--- src/design/lun_hex_string_parser_macros.svh ---
// Assertion macros shared by the LUN hex string parser modules.
`ifndef LUN_HEX_STRING_PARSER_MACROS_SVH
`define LUN_HEX_STRING_PARSER_MACROS_SVH

// Check a property on every clock edge outside reset.
`define LHSP_ASSERT(lbl, prop, msg) \
    lbl: assert property (@(posedge aclk) disable iff (!aresetn) (prop)) else $error(msg);

// Check that a condition in one cycle leads to a result in the next.
`define LHSP_ASSERT_NEXT(lbl, cond, res, msg) \
    lbl: assert property (@(posedge aclk) disable iff (!aresetn) (cond) |=> (res)) \
        else $error(msg);

`endif

--- src/design/lhsp_pkg.sv ---
// Types, constants and the character classifier of the LUN hex string parser.
package lhsp_pkg;

    localparam int GROUP_COUNT = 4;
    localparam int GROUP_W     = 16;
    localparam int POS_W       = 2;
    localparam int DCNT_W      = 3;
    localparam int LUN_W       = GROUP_COUNT * GROUP_W;

    localparam logic [DCNT_W-1:0] MAX_DIGITS = 3'd4;
    localparam logic [POS_W-1:0]  LAST_POS   = 2'd3;

    localparam logic [7:0] CHAR_NUL   = 8'h00;
    localparam logic [7:0] CHAR_DASH  = 8'h2D;
    localparam logic [7:0] CHAR_ZERO  = 8'h30;
    localparam logic [7:0] CHAR_NINE  = 8'h39;
    localparam logic [7:0] CHAR_UP_A  = 8'h41;
    localparam logic [7:0] CHAR_UP_F  = 8'h46;
    localparam logic [7:0] CHAR_LOW_A = 8'h61;
    localparam logic [7:0] CHAR_LOW_F = 8'h66;
    localparam logic [7:0] HEX_TEN    = 8'd10;

    // What one character means to the parser
    typedef enum logic [1:0] {
        KIND_DIGIT = 2'd0,
        KIND_DASH  = 2'd1,
        KIND_END   = 2'd2,
        KIND_BAD   = 2'd3
    } kind_t;

    // Classified word passed from the front end to the back end
    typedef struct packed {
        kind_t      kind;
        logic [3:0] digit;
    } item_t;

    function automatic item_t classify(input logic [7:0] c);
        item_t      it;
        logic [7:0] diff;
        it.kind  = KIND_BAD;
        it.digit = 4'd0;
        diff     = 8'd0;
        if (c == CHAR_NUL) begin
            it.kind = KIND_END;
        end else if (c == CHAR_DASH) begin
            it.kind = KIND_DASH;
        end else if (c >= CHAR_ZERO && c <= CHAR_NINE) begin
            diff     = c - CHAR_ZERO;
            it.kind  = KIND_DIGIT;
            it.digit = diff[3:0];
        end else if (c >= CHAR_UP_A && c <= CHAR_UP_F) begin
            diff     = c - CHAR_UP_A + HEX_TEN;
            it.kind  = KIND_DIGIT;
            it.digit = diff[3:0];
        end else if (c >= CHAR_LOW_A && c <= CHAR_LOW_F) begin
            diff     = c - CHAR_LOW_A + HEX_TEN;
            it.kind  = KIND_DIGIT;
            it.digit = diff[3:0];
        end
        return it;
    endfunction

endpackage

--- src/design/lhsp_front.sv ---
// Front end: accepts characters and registers their classification.
module lhsp_front (
    input  logic              aclk,
    input  logic              aresetn,
    input  logic              s_tvalid,
    output logic              s_tready,
    input  logic [7:0]        s_tdata,      // [7:0] character
    output logic              item_valid,
    input  logic              item_ready,
    output lhsp_pkg::item_t   item
);
    import lhsp_pkg::*;

    logic  valid_reg, valid_next;
    item_t item_reg,  item_next;
    logic  accept;

    // Stage is free when empty or being drained this cycle
    assign s_tready   = !valid_reg || item_ready;
    assign accept     = s_tvalid && s_tready;
    assign item_valid = valid_reg;
    assign item       = item_reg;

    always_comb begin
        valid_next = valid_reg;
        item_next  = item_reg;
        if (accept) begin
            valid_next = 1'b1;
            item_next  = classify(s_tdata);
        end else if (item_ready) begin
            valid_next = 1'b0;
        end
    end

    always_ff @(posedge aclk) begin
        if (!aresetn) begin
            valid_reg <= 1'b0;
        end else begin
            valid_reg <= valid_next;
        end
    end

    always_ff @(posedge aclk) begin
        item_reg <= item_next;
    end

endmodule

--- src/design/lhsp_queue.sv ---
// Short shifting queue between the front end and the back end.
`include "lun_hex_string_parser_macros.svh"
module lhsp_queue #(
    parameter int DEPTH = 4
) (
    input  logic              aclk,
    input  logic              aresetn,
    input  logic              in_valid,
    output logic              in_ready,
    input  lhsp_pkg::item_t   in_item,
    output logic              out_valid,
    input  logic              out_ready,
    output lhsp_pkg::item_t   out_item
);
    import lhsp_pkg::*;

    localparam int CNT_W = $clog2(DEPTH + 1);
    localparam int IDX_W = (DEPTH > 1) ? $clog2(DEPTH) : 1;
    localparam logic [CNT_W-1:0] FULL = CNT_W'(DEPTH);
    localparam logic [CNT_W-1:0] ONE  = CNT_W'(1);

    item_t            entry_reg [DEPTH];
    item_t            entry_next[DEPTH];
    logic [CNT_W-1:0] count_reg, count_next;
    logic [CNT_W-1:0] wr_pos;
    logic             push, pop;

    assign out_valid = (count_reg != '0);
    assign out_item  = entry_reg[0];
    assign in_ready  = (count_reg != FULL) || out_ready;
    assign pop       = out_valid && out_ready;
    assign push      = in_valid && in_ready;
    assign wr_pos    = pop ? (count_reg - ONE) : count_reg;

    // Head always sits in entry 0; pop shifts down, push lands at the tail
    always_comb begin
        for (int i = 0; i < DEPTH; i++) begin
            if (pop && i < DEPTH - 1) begin
                entry_next[i] = entry_reg[(i < DEPTH - 1) ? i + 1 : i];
            end else begin
                entry_next[i] = entry_reg[i];
            end
        end
        if (push) begin
            entry_next[wr_pos[IDX_W-1:0]] = in_item;
        end
        count_next = count_reg;
        if (push && !pop) begin
            count_next = count_reg + ONE;
        end else if (pop && !push) begin
            count_next = count_reg - ONE;
        end
    end

    always_ff @(posedge aclk) begin
        if (!aresetn) begin
            count_reg <= '0;
        end else begin
            count_reg <= count_next;
        end
    end

    always_ff @(posedge aclk) begin
        for (int i = 0; i < DEPTH; i++) begin
            entry_reg[i] <= entry_next[i];
        end
    end

    `LHSP_ASSERT(a_count_bound, count_reg <= FULL, "queue count above depth")
    `LHSP_ASSERT_NEXT(a_full_hold, (count_reg == FULL) && !out_ready,
                      count_reg == FULL, "full queue lost a word without a pop")

endmodule

--- src/design/lhsp_back.sv ---
// Back end: parse state update and the registered result word.
`include "lun_hex_string_parser_macros.svh"
module lhsp_back (
    input  logic                      aclk,
    input  logic                      aresetn,
    input  logic                      item_valid,
    output logic                      item_ready,
    input  lhsp_pkg::item_t           item,
    output logic                      m_tvalid,
    input  logic                      m_tready,
    output logic [lhsp_pkg::LUN_W-1:0] m_tdata,   // [63:0] lun_value
    output logic [0:0]                m_tuser     // [0] malformed
);
    import lhsp_pkg::*;

    logic [GROUP_W-1:0] group_reg [GROUP_COUNT];
    logic [GROUP_W-1:0] group_next[GROUP_COUNT];
    logic [POS_W-1:0]   pos_reg,   pos_next;
    logic [DCNT_W-1:0]  dcnt_reg,  dcnt_next;
    logic               err_reg,   err_next;
    logic               mval_reg,  mval_next;
    logic [LUN_W-1:0]   lun_reg,   lun_next;
    logic               mal_reg,   mal_next;
    logic               consume;
    logic [GROUP_W-1:0] cur_group;

    assign item_ready = !mval_reg || m_tready;
    assign consume    = item_valid && item_ready;
    assign cur_group  = group_reg[pos_reg];
    assign m_tvalid   = mval_reg;
    assign m_tdata    = lun_reg;
    assign m_tuser    = mal_reg;

    // Per-character parse step
    always_comb begin
        for (int g = 0; g < GROUP_COUNT; g++) begin
            group_next[g] = group_reg[g];
        end
        pos_next  = pos_reg;
        dcnt_next = dcnt_reg;
        err_next  = err_reg;
        lun_next  = lun_reg;
        mal_next  = mal_reg;
        mval_next = mval_reg && !m_tready;
        if (consume) begin
            if (item.kind == KIND_END) begin
                mval_next = 1'b1;
                mal_next  = err_reg;
                lun_next  = err_reg ? '0
                          : {group_reg[0], group_reg[1], group_reg[2], group_reg[3]};
                for (int g = 0; g < GROUP_COUNT; g++) begin
                    group_next[g] = '0;
                end
                pos_next  = '0;
                dcnt_next = '0;
                err_next  = 1'b0;
            end else if (!err_reg) begin
                unique case (item.kind)
                    KIND_DASH: begin
                        if (dcnt_reg == '0 || pos_reg == LAST_POS) begin
                            err_next = 1'b1;
                        end else begin
                            pos_next  = pos_reg + POS_W'(1);
                            dcnt_next = '0;
                        end
                    end
                    KIND_DIGIT: begin
                        if (dcnt_reg >= MAX_DIGITS) begin
                            err_next = 1'b1;
                        end else begin
                            dcnt_next           = dcnt_reg + DCNT_W'(1);
                            group_next[pos_reg] = {cur_group[GROUP_W-5:0], item.digit};
                        end
                    end
                    default: begin
                        err_next = 1'b1;
                    end
                endcase
            end
        end
    end

    always_ff @(posedge aclk) begin
        if (!aresetn) begin
            for (int g = 0; g < GROUP_COUNT; g++) begin
                group_reg[g] <= '0;
            end
            pos_reg  <= '0;
            dcnt_reg <= '0;
            err_reg  <= 1'b0;
            mval_reg <= 1'b0;
        end else begin
            for (int g = 0; g < GROUP_COUNT; g++) begin
                group_reg[g] <= group_next[g];
            end
            pos_reg  <= pos_next;
            dcnt_reg <= dcnt_next;
            err_reg  <= err_next;
            mval_reg <= mval_next;
        end
    end

    always_ff @(posedge aclk) begin
        lun_reg <= lun_next;
        mal_reg <= mal_next;
    end

    `LHSP_ASSERT(a_bad_is_zero, !(mval_reg && mal_reg) || (lun_reg == '0),
                 "malformed result carries a nonzero LUN")
    `LHSP_ASSERT(a_digit_bound, dcnt_reg <= MAX_DIGITS, "digit count above limit")
    `LHSP_ASSERT_NEXT(a_end_clears, consume && (item.kind == KIND_END),
                      pos_reg == '0 && dcnt_reg == '0 && !err_reg && mval_reg,
                      "end of string did not clear state or post a result")

endmodule

--- src/design/lun_hex_string_parser.sv ---
// Top level of the LUN hex string parser: front end, queue and back end.
// A result word is registered once its NUL character has passed front end and queue.
// Throughput: one character per cycle unless stalled; front end and result register
// hold one word each, the queue QUEUE_DEPTH words; the back end updates per character.
// Reset: aresetn is synchronous, active low; it empties all stages and clears
// the group values, group index, digit count and error flag.
module lun_hex_string_parser #(
    parameter int QUEUE_DEPTH = 4
) (
    input  logic                       aclk,
    input  logic                       aresetn,
    input  logic                       s_tvalid,
    output logic                       s_tready,
    input  logic [7:0]                 s_tdata,   // [7:0] character
    output logic                       m_tvalid,
    input  logic                       m_tready,
    output logic [lhsp_pkg::LUN_W-1:0] m_tdata,   // [63:0] lun_value
    output logic [0:0]                 m_tuser    // [0] malformed
);
    import lhsp_pkg::*;

    logic  fr_valid, fr_ready;
    item_t fr_item;
    logic  q_valid,  q_ready;
    item_t q_item;

    lhsp_front u_front (
        .aclk       (aclk),
        .aresetn    (aresetn),
        .s_tvalid   (s_tvalid),
        .s_tready   (s_tready),
        .s_tdata    (s_tdata),
        .item_valid (fr_valid),
        .item_ready (fr_ready),
        .item       (fr_item)
    );

    lhsp_queue #(
        .DEPTH (QUEUE_DEPTH)
    ) u_queue (
        .aclk      (aclk),
        .aresetn   (aresetn),
        .in_valid  (fr_valid),
        .in_ready  (fr_ready),
        .in_item   (fr_item),
        .out_valid (q_valid),
        .out_ready (q_ready),
        .out_item  (q_item)
    );

    lhsp_back u_back (
        .aclk       (aclk),
        .aresetn    (aresetn),
        .item_valid (q_valid),
        .item_ready (q_ready),
        .item       (q_item),
        .m_tvalid   (m_tvalid),
        .m_tready   (m_tready),
        .m_tdata    (m_tdata),
        .m_tuser    (m_tuser)
    );

endmodule
--- config.mk ---
export PLATFORM = sky130hd
export DESIGN_NAME = lun_hex_string_parser
export DESIGN_NICKNAME = d
export VERILOG_FILES = /design/src/design/lhsp_pkg.sv /design/src/design/lhsp_front.sv /design/src/design/lhsp_queue.sv /design/src/design/lhsp_back.sv /design/src/design/lun_hex_string_parser.sv
export VERILOG_INCLUDE_DIRS = /design/src /design/src/design
export SDC_FILE = /design/constraint.sdc
export NUM_CORES = 1
export LEC_CHECK = 0
export BUFFER_PORTS_ARGS = -buffer_cell sky130_fd_sc_hd__buf_2
export CAP_MARGIN = 20
export CORE_ASPECT_RATIO = 1.25
export CORE_MARGIN = 1
export CORE_UTILIZATION = 50
export CTS_CLUSTER_DIAMETER = 100
export CTS_CLUSTER_SIZE = 30
export DETAILED_ROUTE_END_ITERATION = 12
export PLACE_DENSITY = 0.81
export SLEW_MARGIN = 0
export SYNTH_ARGS = -nofsm -noshare
export SYNTH_HDL_FRONTEND = slang
export SYNTH_HIERARCHICAL = 1
export SYNTH_SLANG_ARGS = --single-unit
--- constraint.sdc ---
create_clock -name aclk -period 11 [get_ports aclk]
set_input_delay 0.55 -clock aclk [delete_from_list [all_inputs] [get_ports aclk]]
set_output_delay 0.55 -clock aclk [all_outputs]
set_load 0.02 [all_outputs]
# == Yosys cells after proc, flatten, opt, wreduce, memory -nomap -nowiden ==
# Memories as Yosys holds them, arrays and structs flattened. A register that Yosys moved wholly into a read port is not among the register bits.
# Index checks and enable logic that the tools add are counted.
# totals
register_bits,82
ramBits,88
in_bits,12
output_inout_bits,67
word_cells,127
memories,2
# mem_list
memory,words,width,rd,rd_clocked_by_memory_dff,write_ports,line,rtl
u_back.group_reg,4,16,5,1,4,lhsp_back.sv:16,logic [GROUP_W-1:0] group_reg [GROUP_COUNT];
u_queue.entry_reg,4,6,4,0,4,lhsp_queue.sv:22,item_t entry_reg [DEPTH];
# classes
addsub,9
n_lt_le_gt_ge,11
n_eq_ne,9
mux,48
bitwise,6
reduce_logical,32
# ops
cell,count
$mux W64,5
$mux W16,5
$bwmux W64,1
$mux W6,7
$demux W16 S2,1
$bwmux W24,1
$mux W24,1
$mux W3,6
$ge A8 B7 Y1 const B,2
$le A8 B7 Y1 const B,2
$mux W2,8
$demux W6 S2,1
$sub A4 B1 Y4 const B,3
$logic_and A1 B1 Y1,11
$mux W1,10
$ge A3 B3 Y1 const B,3
$add A4 B4 Y4 const B,2
$eq A8 B6 Y1 const B,1
$ge A8 B6 Y1 const B,1
$le A8 B6 Y1 const B,1
$logic_not A8 Y1,1
$add A3 B1 Y3 const B,2
$lt A3 B1 Y1 const B,2
$ne A3 B2 Y1 const B,2
other kinds (21),36

# == Logic depth before layout (Yosys ltp) ==
# Gate-level depths: netlist of the first run.
# logic_depth
ltp_word,12
depth_mapped,11

# == Modules after synthesis ==
# Netlist of the first run, hierarchy kept.
# modules_own_cells
mod,n_inst,cells_per_inst,area_per_inst_um2,seq_area_each_um2
lhsp_back,1,401,5286.3,3413.3
lhsp_queue,1,113,1286.2,600.6
lhsp_front,1,40,464.2,200.2

# == Least setup slack after synthesis of the first run ==
# No wires, ideal clock.
# synth_timing
kind,register to register
startpoint,register u_queue.count_reg[0]
endpoint,"register u_back.lun_reg[0], in the netlist u_back/m_tdata[0], read port of u_back.group_reg (enable)"
t_arrival_ps,3887
required_ps,10512
path_slack_ps,6624
path_stages_with_launch,7
n_path_buf,1
cell_sequence,dfxtp_1 buf_2 inv_1 ha_1 nand2b_4 nand2_1 nor2_1
# synth_between
elab_chain_cells,3
# synth_rtl
item,line,rtl
from (decl),lhsp_queue.sv:24,"logic [CNT_W-1:0] count_reg, count_next;"
from (signal assigned),lhsp_queue.sv:59,count_reg <= count_next;
$reduce_bool A3 Y1,lhsp_queue.sv:28,assign out_valid = (count_reg != '0);
net q_valid,lun_hex_string_parser.sv:24,"logic q_valid, q_ready;"
$logic_and A1 B1 Y1,lhsp_back.sv:28,assign consume = item_valid && item_ready;
$reduce_and A2 Y1 (no source line),-,
to (decl),lhsp_back.sv:22,"logic [LUN_W-1:0] lun_reg, lun_next;"
# The timed path passes the listed nets, and every way through them passes these cells.
# A chain may end at the register's enable or synchronous reset.

==> results of run 1 <==
==> final timing paths <==
check	from	end	slack [ns]	depth (start not counted)
worst max-delay path	u_queue/count_reg[0]$_SDFFE_PN0P_	u_back/group_reg[3][10]$_SDFFE_PN0P_	7.99	7
worst min-delay path	s_tvalid	u_front/item_valid$_SDFFE_PN0P_	0.38	3
worst max register to register	u_queue/count_reg[0]$_SDFFE_PN0P_	u_back/group_reg[3][10]$_SDFFE_PN0P_	7.99	7
worst min register to register	u_back/group_reg[1][14]$_SDFFE_PN0P_	u_back/group_reg[1][14]$_SDFFE_PN0P_	0.47	1
==> through the flow <==
step	cells	setup slack, ns
2_1_floorplan	554	6.62
3_3_place_gp	789	8.29
3_5_place_dp	789	8.05
4_1_cts	821	8.04
5_1_grt	822	7.80
6_report	822	7.99
==> report_power, final <==
part / total, mW / switching, mW / internal (mW)
sequential: 0.838 / 0.0576 / 0.781
combinational: 0.498 / 0.316 / 0.182
clock: 0.603 / 0.255 / 0.348
==> cells by family (layout without fill, tap and decap cells) <==
| family | count (synthesis) | count (layout) |
|---|---|---|
| simple gates | 153 | 153 |
| fa+ha+maj | 18 | 18 |
| mux | 16 | 16 |
| flops | 172 | 172 |
| buf+inv | 63 | 156 |
| compound gates | 130 | 130 |
| xor+xnor | 2 | 2 |
==> layer usage <==
| layer | track usage | routed length, um | up-vias |
|---|---|---|---|
| li1 | - | - | 2217 |
| met1 | 0.258 | 6130 | 2361 |
| met2 | 0.386 | 8070 | 193 |
| met3 | 0.0492 | 845 | 37 |
| met4 | 0.0944 | 408 | 0 |
| met5 | 0 | 0 | - |
==> tightest hold or removal path, cell delays in order <==
cell,delay (ns)
buf_2,0.10
inv_1,0.04
a21boi_0,0.06
==> layout by cell type (no fill, tap or decap), types with 3 or more instances in the layout <==
cell,instances
a21o_1,6
a21oi_1,16
and2_1,4
buf_2,78
buf_4,5
clkbuf_16,17
clkinv_4,5
dfxtp_1,94
edfxtp_1,77
ha_1,18
inv_1,40
inv_8,3
mux4_2,12
nand2_1,25
nand2b_1,3
nand3_1,3
nand4_1,3
nor2_1,20
nor2b_1,54
nor3_1,4
nor4_4,3
o21ai_0,5
o221a_2,12
o22ai_1,23
o2bb2ai_1,49
or3_1,10
or3_2,5
==> final cells by class <==
class / instances / area (um^2) / share of cell area
clock inverters: 13 / 159 / 0.0194
clock buffers: 19 / 443 / 0.0541
multi-input cells: 319 / 2560 / 0.312
inverters: 40 / 150 / 0.0183
flip-flops and latches: 172 / 4220 / 0.514
well taps: 175 / 219 / 0.0267
repair buffers: 84 / 448 / 0.0547
==> qor.csv, run 1 <==
metric;value;unit
fmax;332;MHz
syn_avg_cell_area;12.7;um^2
cts_tree;done;
synth_edf_count;77;
crit_fanout;16;
drt_iter0_markers;319;
drive_gt1_frac;0.250;
track_usage;0.221;
synthCells;554;
power;1.94;mW
grt_pass1_wl;24.4;mm
path_cells;inv_1, ha_1, nand2b_4, inv_1, nor3_2, nand4_1, o22ai_1;
clk_pin_slew;0.07;ns
drc;0;
crit_path_frequent_cell;inv_1;
post_synth_and_or_nand_nor_area_fraction;0.133;
layout.nets;664;
slowest_stage;nand4_1;
cts_sinks;172;
tns;0;ns
status;finished, final reports clean;
cts_root_buffer;clkbuf_16;
synth_top_area_share;0.329;
start_util;0.512;
max_stage_delay;0.68;ns
hold_class;input pin to register;
fillers;1052;
synthArstFlopShare;0;
holdWs;0.377;ns
report.final.slew_viol_count;0;
crit_path_end_kind;register;
fin_util;0.596;
synth_common_cells;dfxtp_1, edfxtp_1, nor2b_1, o2bb2ai_1, inv_1;
worst_setup_path_start_kind;register;
die_area;14600;um^2
finalSetupViolCount;0;
die_w;108;um
fin_skew;0.00691;ns
row_count;48;
powerDensity;237;nW/um^2
stdcell_area;8190;um^2
synth_top_family_by_area;compound AO/OA/AOI/OAI gates;
synth_compound_area_frac;0.150;
avgViaCountPerCell;5.85;
routed_wl;15.5;mm
cts_hold_buf;0;
firstDrtPassIters;5;
synth_nets;584;
area_growth;16.4;%
drtAntennaViolNets;0;
p_leak;3.08;nW
hold_viol;0;
max_slew.worst_pin.slew;0.858;ns
vdd.ir_drop.worst;245;uV
postCtsSetupRepairBufs;0;
ys_warn_count;6;
finalCritPeriodShare;0.274;
synth-seq-cells;172;
synth_area;7040;um^2
critical_path_required;11.32;ns
grt_max_degree;69;
grt_overflow;0;
yosys.cell_count.top_type;dfxtp_1;
rsz0062_at_grt;no;
antenna_found_initial;0;
portBuffers;78;
grt_pass1_vias;4768;
clock_latency;0.42;ns
cts_resized;0;
yosys.area.top_type;edfxtp_1;
ys_seq_area_frac;0.599;
synth.area.top_cells;edfxtp_1, dfxtp_1, o2bb2ai_1;
yosys.area_share.xor_xnor;0.00249;
clock_path_buffers;2;
dpl_cell_area;7570;um^2
ioPinCount;79;
maxCapViolations;0;
hpwl;10.1;mm
route.detailed.wl_per_inst;18.8;um
synthMuxAreaShare;0.0450;
synth_fa_ha_area_frac;0.0320;
cp.arrival;3.33;ns
core-area;13800;um^2
antennaDiodeCount;0;
ys_types;61;
h-tree-depth;4;
cts_buffers;17;
relSlewSlack;0.427;
gp_congestion;0.884;
path_class;register to register;
die_h;135;um
vias;4808;
critPathBufInv;2;
cp_top_family;simple AND/OR/NAND/NOR gates;
post-route-min-period;3.01;ns
ys.flop_type;dfxtp_1;
(Power assumes the default switching activity.)
==> inputs of run 2 (changes only) <==
--- a/config.mk
+++ b/config.mk
@@ -14,7 +14,7 @@
 export CTS_CLUSTER_DIAMETER = 100
 export CTS_CLUSTER_SIZE = 30
 export DETAILED_ROUTE_END_ITERATION = 12
-export PLACE_DENSITY = 0.81
+export PLACE_DENSITY = 0.84
 export SLEW_MARGIN = 0
 export SYNTH_ARGS = -nofsm -noshare
 export SYNTH_HDL_FRONTEND = slang
==> constraint.sdc (replaced) <==
create_clock -name aclk -period 2.55 [get_ports aclk]
set_input_delay 0.1275 -clock aclk [delete_from_list [all_inputs] [get_ports aclk]]
set_output_delay 0.1275 -clock aclk [all_outputs]
set_load 0.02 [all_outputs]
==> run 2 against run 1 <==
Against the previous run:
- clock-buffer cell count increased by 1
- sequential power rose to 4.2 times the previous value
- final area grew 0.86%
- clock power grew to 4.4 times the previous value
- highest routed layer unchanged
- routed wire length shrank 0.85%
==> qor.csv, run 2 (synthesis results as in run 1) <==
metric;value;unit;change
status;finished, final reports clean;;unchanged
path_cells;inv_1, ha_1, nand2b_4, and2_4, inv_1, ha_1, or3_1, a21boi_0;;was inv_1, ha_1, nand2b_4, inv_1, nor3_2, nand4_1, o22ai_1
start_util;0.512;;unchanged
cts_root_buffer;clkbuf_16;;unchanged
r2r_start;u_queue/count_reg[1]$_SDFFE_PN0P_;;was u_queue/count_reg[0]$_SDFFE_PN0P_
rsz0062_at_grt;no;;unchanged
clock_latency;0.43;ns;was 0.42 ns
p_leak;3.10;nW;was 3.08 nW
crit_fanout;18;;was 16
tns;0;ns;unchanged
max_stage_delay;0.47;ns;was 0.68 ns
dpl_cell_area;7640;um^2;was 7570 um^2
fillers;1051;;was 1052
firstDrtPassIters;5;;unchanged
drc;0;;unchanged
cp.arrival;2.76;ns;was 3.33 ns
finalSetupViolCount;0;;unchanged
clk_pin_slew;0.07;ns;about the same
cp_top_family;simple AND/OR/NAND/NOR gates;;unchanged
grt_overflow;0;;unchanged
post-route-min-period;2.41;ns;was 3.01 ns
grt_pass1_wl;24.7;mm;was 24.4 mm
path_class;register to register;;unchanged
critPathBufInv;2;;unchanged
die_w;108;um;unchanged
slowest_stage;dfxtp_1;;was nand4_1
hpwl;10.2;mm;was 10.1 mm
vias;4795;;was 4808
grt_max_degree;68;;was 69
maxCapViolations;0;;unchanged
ioPinCount;79;;unchanged
powerDensity;1020;nW/um^2;was 237 nW/um^2
antennaDiodeCount;0;;unchanged
antenna_found_initial;0;;unchanged
stdcell_area;8260;um^2;was 8190 um^2
avgViaCountPerCell;5.78;;was 5.85
gp_congestion;0.848;;was 0.884
fmax;415;MHz;was 332 MHz
critical_path_required;2.90;ns;was 11.32 ns
portBuffers;78;;unchanged
final_common_cell;dfxtp_1;;unchanged
clock_path_buffers;2;;unchanged
die_area;14600;um^2;unchanged
route.detailed.wl_per_inst;18.5;um;was 18.8 um
track_usage;0.223;;was 0.221
h-tree-depth;4;;unchanged
vdd.ir_drop.worst;517;uV;was 245 uV
cp-startpoint;u_queue/count_reg[1]$_SDFFE_PN0P_;;was u_queue/count_reg[0]$_SDFFE_PN0P_
die_h;135;um;unchanged
max_slew.worst_pin.slew;0.678;ns;was 0.858 ns
fin_skew;0.00869;ns;was 0.00691 ns
worst_setup_path_start_kind;register;;unchanged
hold_viol;0;;unchanged
hold_start;s_tdata[3];;was s_tvalid
cts_buffers;17;;unchanged
relSlewSlack;0.548;;was 0.427
final_cell_mix;dfxtp_1, buf_2, edfxtp_1, nor2b_1, o2bb2ai_1;;unchanged
crit_path_end_kind;register;;unchanged
power;8.44;mW;was 1.94 mW
cts_tree;done;;unchanged
finalCritPeriodShare;0.945;;was 0.274
hold_class;input pin to register;;unchanged
layout.nets;671;;was 664
report.final.slew_viol_count;0;;unchanged
area_growth;17.4;%;was 16.4%
drtAntennaViolNets;0;;unchanged
grt_pass1_vias;4791;;was 4768
cts_sinks;172;;unchanged
routed_wl;15.3;mm;was 15.5 mm
row_count;48;;unchanged
core-area;13800;um^2;unchanged
drt_iter0_markers;396;;was 319
drive_gt1_frac;0.260;;was 0.250
## run 2: changes by cell type in the layout (fill, tap and decap cells not counted), sizes merged
| cell | before | now |
|---|---|---|
| buf | 84 | 90 |
| inv | 45 | 43 |
| bufinv | 2 | 3 |
| clkinvlp | 0 | 3 |
| dlygate4sd3 | 0 | 1 |
| clkinv | 6 | 3 |
| clkbuf | 19 | 20 |
## run 2: per-stage QoR
step / std cells / utilization / hold WS [ns] / worst slack [ns]
4_1_cts: 829 / 0.601 / 0.0971 / 0.142
3_3_place_gp: 796 / 0.555 / 0.388 / 0.312
5_1_grt: 829 / 0.601 / 0.107 / 0.00860
2_1_floorplan: 554 / - / 0.249 / 0.0232
6_report: 829 / 0.601 / 0.102 / 0.140
3_5_place_dp: 796 / 0.555 / 0.388 / 0.157
## run 2: power breakdown
group	leakage (nW)	internal [mW]	switching, mW
Sequential	1.50	3.36	0.191
Combinational	1.32	0.802	1.41
Clock	0.288	1.58	1.09
## run 2: layer usage
| metal | wire length (um) | GRT usage | vias up |
|---|---|---|---|
| met3 | 890 | 0.0439 | 45 |
| met2 | 7940 | 0.386 | 222 |
| met4 | 622 | 0.116 | 0 |
| met1 | 5880 | 0.259 | 2299 |
| li1 | - | - | 2229 |
| met5 | 0 | 0 | - |
## run 2: final timing paths
check	depth (start not counted)	endpoint	slack [ns]
setup / recovery	8	u_queue/count_reg[2]$_SDFFE_PN0P_	0.14
setup reg to reg	8	u_queue/count_reg[2]$_SDFFE_PN0P_	0.14
hold reg to reg	1	u_back/group_reg[2][15]$_SDFFE_PN0P_	0.46
hold / removal	2	u_front/item[3]$_SDFFCE_PP0P_	0.10
## run 2: worst register-to-register path, stage by stage (launching register included)
cell	delay, ns
dfxtp_1	0.47
inv_1	0.17
ha_1	0.29
nand2b_4	0.14
and2_4	0.25
inv_1	0.13
ha_1	0.36
or3_1	0.36
a21boi_0	0.18
## run 2: final cells by class
| cell class | instances | area, um^2 | share of cell area |
|---|---|---|---|
| inverter | 40 | 150 | 0.0182 |
| clock inverter | 12 | 165 | 0.0200 |
| tap | 175 | 219 | 0.0265 |
| clock buffer | 20 | 447 | 0.0540 |
| multi-input combinational | 319 | 2560 | 0.310 |
| sequential | 172 | 4220 | 0.510 |
| timing repair buffer | 91 | 503 | 0.0609 |
## run 2: timing repair
item | CTS | global route
hold endpoints to repair | 1 | 0
resized for setup | 0 | 2
setup buffers | 0 | 0
hold buffers | 1 | 0
endpoints found under the setup margin | 0 | 3
